**src/design/bds_pkg.sv**
```systemverilog
// ---------------------------------------------------------------------------
// bds_pkg
// Shared types, constants and helpers for the 2x2 box downsampler.
// ---------------------------------------------------------------------------
`default_nettype none

package bds_pkg;

    localparam int unsigned MAX_WIDTH_DEF  = 4096;
    localparam int unsigned MAX_HEIGHT_DEF = 4096;

    localparam int unsigned PIX_W     = 8;
    localparam int unsigned SUM_W     = 9;
    localparam int unsigned CFG_W     = 13;
    localparam int unsigned CFG_IDX_W = 2;

    localparam logic [CFG_W-1:0] SRC_DIM_RESET = 13'd256;

    // register indexes on the config port
    localparam logic [CFG_IDX_W-1:0] REG_SRC_WIDTH  = 2'd0;
    localparam logic [CFG_IDX_W-1:0] REG_SRC_HEIGHT = 2'd1;

    // word handed from the address stage to the averaging stage
    typedef struct packed {
        logic             emit;      // this pixel closes an output block
        logic             two_px;    // odd right edge: vertical pair only
        logic             row_end;
        logic             frame_end;
        logic [SUM_W-1:0] part_sum;  // bottom-row contribution
    } s1_word_t;

    // zero reads as one, anything above the maximum as the maximum
    function automatic int unsigned clamp_dim(input logic [CFG_W-1:0] v,
                                              input int unsigned maxv);
        int unsigned r;
        r = 32'(v);
        if (r == 0) begin
            r = 1;
        end else if (r > maxv) begin
            r = maxv;
        end
        return r;
    endfunction

endpackage

`default_nettype wire

```
**src/design/bds_avg.sv**
```systemverilog
// ---------------------------------------------------------------------------
// bds_avg
// Adds the line buffer sum to the bottom pair, averages, and holds the
// result word in the output register.
// ---------------------------------------------------------------------------
`default_nettype none

module bds_avg (
    input  wire logic                      aclk,
    input  wire logic                      aresetn,
    input  wire logic                      accept,
    input  wire bds_pkg::s1_word_t         word,
    input  wire logic [bds_pkg::SUM_W-1:0] ram_rdata,
    output logic                           in_ready,
    output logic                           m_tvalid,
    input  wire logic                      m_tready,
    output logic [bds_pkg::PIX_W-1:0]      m_tdata,
    output logic                           m_tlast,
    output logic                           m_tuser
);

    localparam int unsigned TOT_W = bds_pkg::SUM_W + 1;

    logic                         s1_valid_reg, s1_valid_next;
    bds_pkg::s1_word_t            s1_reg;
    logic                         m_valid_reg, m_valid_next;
    logic [bds_pkg::PIX_W-1:0]    m_data_reg;
    logic                         m_last_reg, m_user_reg;
    logic                         s1_go;
    logic [TOT_W-1:0]             total;
    logic [bds_pkg::PIX_W-1:0]    avg;

    always_comb begin
        s1_go    = s1_valid_reg && (!m_valid_reg || m_tready);
        in_ready = !s1_valid_reg || s1_go;

        total = TOT_W'(ram_rdata) + TOT_W'(s1_reg.part_sum);
        avg   = s1_reg.two_px ? bds_pkg::PIX_W'(total >> 1)
                              : bds_pkg::PIX_W'(total >> 2);

        if (accept && word.emit) begin
            s1_valid_next = 1'b1;
        end else if (s1_go) begin
            s1_valid_next = 1'b0;
        end else begin
            s1_valid_next = s1_valid_reg;
        end

        if (s1_go) begin
            m_valid_next = 1'b1;
        end else if (m_tready) begin
            m_valid_next = 1'b0;
        end else begin
            m_valid_next = m_valid_reg;
        end
    end

    always_ff @(posedge aclk) begin
        if (!aresetn) begin
            s1_valid_reg <= 1'b0;
            m_valid_reg  <= 1'b0;
        end else begin
            s1_valid_reg <= s1_valid_next;
            m_valid_reg  <= m_valid_next;
        end
    end

    always_ff @(posedge aclk) begin
        if (accept && word.emit) begin
            s1_reg <= word;
        end
        if (s1_go) begin
            m_data_reg <= avg;
            m_last_reg <= s1_reg.row_end;
            m_user_reg <= s1_reg.frame_end;
        end
    end

    assign m_tvalid = m_valid_reg;
    assign m_tdata  = m_data_reg;
    assign m_tlast  = m_last_reg;
    assign m_tuser  = m_user_reg;

endmodule

`default_nettype wire

```
**config.mk**
```make
export PLATFORM = sky130hd
export DESIGN_NAME = bds_avg
export DESIGN_NICKNAME = d
export VERILOG_FILES = /design/src/design/bds_pkg.sv /design/src/design/bds_avg.sv
export SDC_FILE = /design/constraint.sdc
export NUM_CORES = 1
export LEC_CHECK = 0
export BUFFER_PORTS_ARGS = -buffer_cell sky130_fd_sc_hd__buf_2
export CELL_PAD_IN_SITES_DETAIL_PLACEMENT = 0
export CELL_PAD_IN_SITES_GLOBAL_PLACEMENT = 1
export CORE_MARGIN = 2
export CORE_UTILIZATION = 39
export CTS_BUF_LIST = sky130_fd_sc_hd__clkbuf_8 sky130_fd_sc_hd__clkbuf_16
export DETAILED_ROUTE_END_ITERATION = 10
export GPL_ROUTABILITY_DRIVEN = 0
export PLACE_DENSITY_LB_ADDON = 0.05
export SYNTH_ARGS = -nofsm -noshare
export SYNTH_HDL_FRONTEND = slang
export SYNTH_SLANG_ARGS = --single-unit
```
**constraint.sdc**
```tcl
create_clock -name aclk -period 2.45 [get_ports aclk]
set_clock_uncertainty 0.05 [all_clocks]
set_input_delay 0.1225 -clock aclk [delete_from_list [all_inputs] [get_ports aclk]]
set_output_delay 0.1225 -clock aclk [all_outputs]
set_load 0.005 [all_outputs]
```
==> metrics.cfg <==
[cts]
cts_buffers=3
max-clock-path-buffers=2
ctsResizeCount=0
insertion_delay_ns=0.26
cts.root.buffer_cell=clkbuf_8
cts.sinks=24
h-tree-depth=1
clkTransAtPathRegs_ns=0.08
cts_tree=yes
cts_setup_buffers=0

[floorplanning]
ioPinCount=38
row_count=20
coreArea_um2=2980
start_util_pct=40.3
die_w_um=59.4
die_area_um2=3530
die_h_um=59.4

[grt]
grt_max_degree=14
grt.total_usage_pct=12.7
antenna_found_initial=0
grt_first_pass_wirelength_um=3290
grt_pass1_vias=823
gr-total-overflow=0

[synth]
synth_ff_type=edfxtp_1
synth-async-reset-ratio_pct=0
synth_top_area_cell=edfxtp_1
syn_avg_cell_area_um2=13.5
ys_ff_latch=24
ys.warnings.count=0
yosysMostFrequentCell=edfxtp_1
ys_types=30
synthTopCellsByCount=22 x edfxtp_1, 12 x nand2_1, 8 x ha_1
netlist_top_cells_area=edfxtp_1 55%, ha_1 8.4%, nand2_1 3.8%, dfxtp_1 3.3%, a21oi_1 2.5%
synth_edf_count=22
synth_top_area_share_pct=55.1
ys_seq_area_share_pct=58.5
synth_area_um2=1200
synthesis.nets=124
syn_inst=89

[power]
cellLeakagePower_nw=0.685
pwr_density_cell_nw_per_um2=589
peakVddDrop_v=0.000251

[drt]
wirelength_um=1970
drc=0
vias_per_cell=4.71
postRouteAntennaNets=0
drtIter0Drc=8
routedWlPerCell_um=11.3
vias=825
first_pass_iters=4

[cells_and_area]
n_antenna_cell=0
final_nets=178
fin_cells=175
fillCellCount=249
post-route-cell-area_um2=1600
layout-drive-gt1-share_pct=34.5
largest_reg_flops=12
area.growth.synth_to_final_pct=33.7

[timing]
clock.fmax_mhz=515
max_slew_margin_pct=60.3
report.final.slew_viol_count=0
finalSetupViolCount=0
setup_ws_ns=0.506
layout_min_cycle_time_ns=1.94
post-route-period-util_pct=79.3
rsz0062_at_grt=false
worst_pin_slew_ns=0.596
setup-tns-final_ns=0
hold_viol_final=0

[placed_design]
dp_cells=159
dp_slack_ns=0.500
place_area_um2=1430
numPortBuffers=37

[run_status]
status=completed

[hold_path]
hp-class=primary input to flip-flop

[run]
max_cap_viol_count=0

[worst_setup_path]
startpoint_type=flip-flop
criticalPathCategory=flip-flop to flip-flop
end_kind=flip-flop
required_ns=2.41
cp_data_arrival_time_ns=1.90
path_max_fanout=2

[through the flow]
step | util (%) | hold slack, ns | total power (W)
floorplan | - | 0.171 | 0.000625
finish | 53.8 | 0.0217 | 0.000944
CTS | 53.8 | 0.0155 | 0.000959
global placement | 47.9 | 0.249 | 0.000674
global route | 53.8 | 0.0148 | 0.00100
detailed placement | 47.9 | 0.251 | 0.000678
[layout by cell type, fill, tap and decap left out, types with 3 or more instances in the layout]
cell type	instances
dlygate4sd3_1	12
mux2i_1	3
nor2_1	3
edfxtp_1	22
ha_1	8
clkbuf_8	4
nand2_1	12
buf_2	37
nor2b_1	3
xnor2_1	3
a21oi_1	6
[routing by layer]
metal | vias up | wire length (um) | global-route usage [%]
met2 | 28 | 885 | 20.7
met1 | 351 | 942 | 15.6
met5 | - | 0 | 0
li1 | 441 | - | -
met3 | 5 | 99 | 2.84
met4 | 0 | 46 | 6.82
[critical path, stage by stage, from the launching register on]
cell and delay [ns]:
edfxtp_1 0.39, and2_1 0.17, fa_1 0.39, a21o_1 0.23
nand2b_4 0.09, a31oi_4 0.08, xnor2_1 0.19, mux2i_1 0.10
[power breakdown]
group	switching, W	internal, W
Sequential	0.00000843	0.000480
Combinational	0.0000939	0.0000983
Clock	0.000120	0.000143
[cell families (layout without fill, tap and decap cells)]
group                    Yosys count  in the layout  share of synthesized area, %
adder cells (fa/ha/maj)            9              9                          10.0
flip-flops                        24             24                          58.5
multiplexers                       4              4                          3.44
AO/OA/AOI/OAI                     19             19                          12.4
XOR/XNOR                           5              5                          3.65
AND/OR/NAND/NOR                   26             26                          11.3
buffers and inverters              2             55                         0.730
[layout make-up]
type	count	area (um^2)	area share (%)
multi-input cells	63	489	30.5
well taps	33	41.3	2.58
flip-flops and latches	24	701	43.7
inverters	1	3.75	0.234
repair buffers	50	313	19.5
clock buffers	4	55.1	3.43
[timing repair]
action                                 in CTS  in global routing
setup endpoints to repair                   0                  0
hold buffers                               12                  0
endpoints found under the hold margin      12                  0
[path summary, 6_finish.rpt]
path / start / to / cells after the start / slack (ns)
hold reg to reg: s1_reg[9] / m_tuser / 0 / 0.37
hold / removal: aresetn / m_tvalid / 2 / 0.02
setup reg to reg: s1_reg[0] / m_tdata[6] / 7 / 0.51
setup / recovery: s1_reg[0] / m_tdata[6] / 7 / 0.51
No activity file was read; power rests on OpenSTA's default activity.
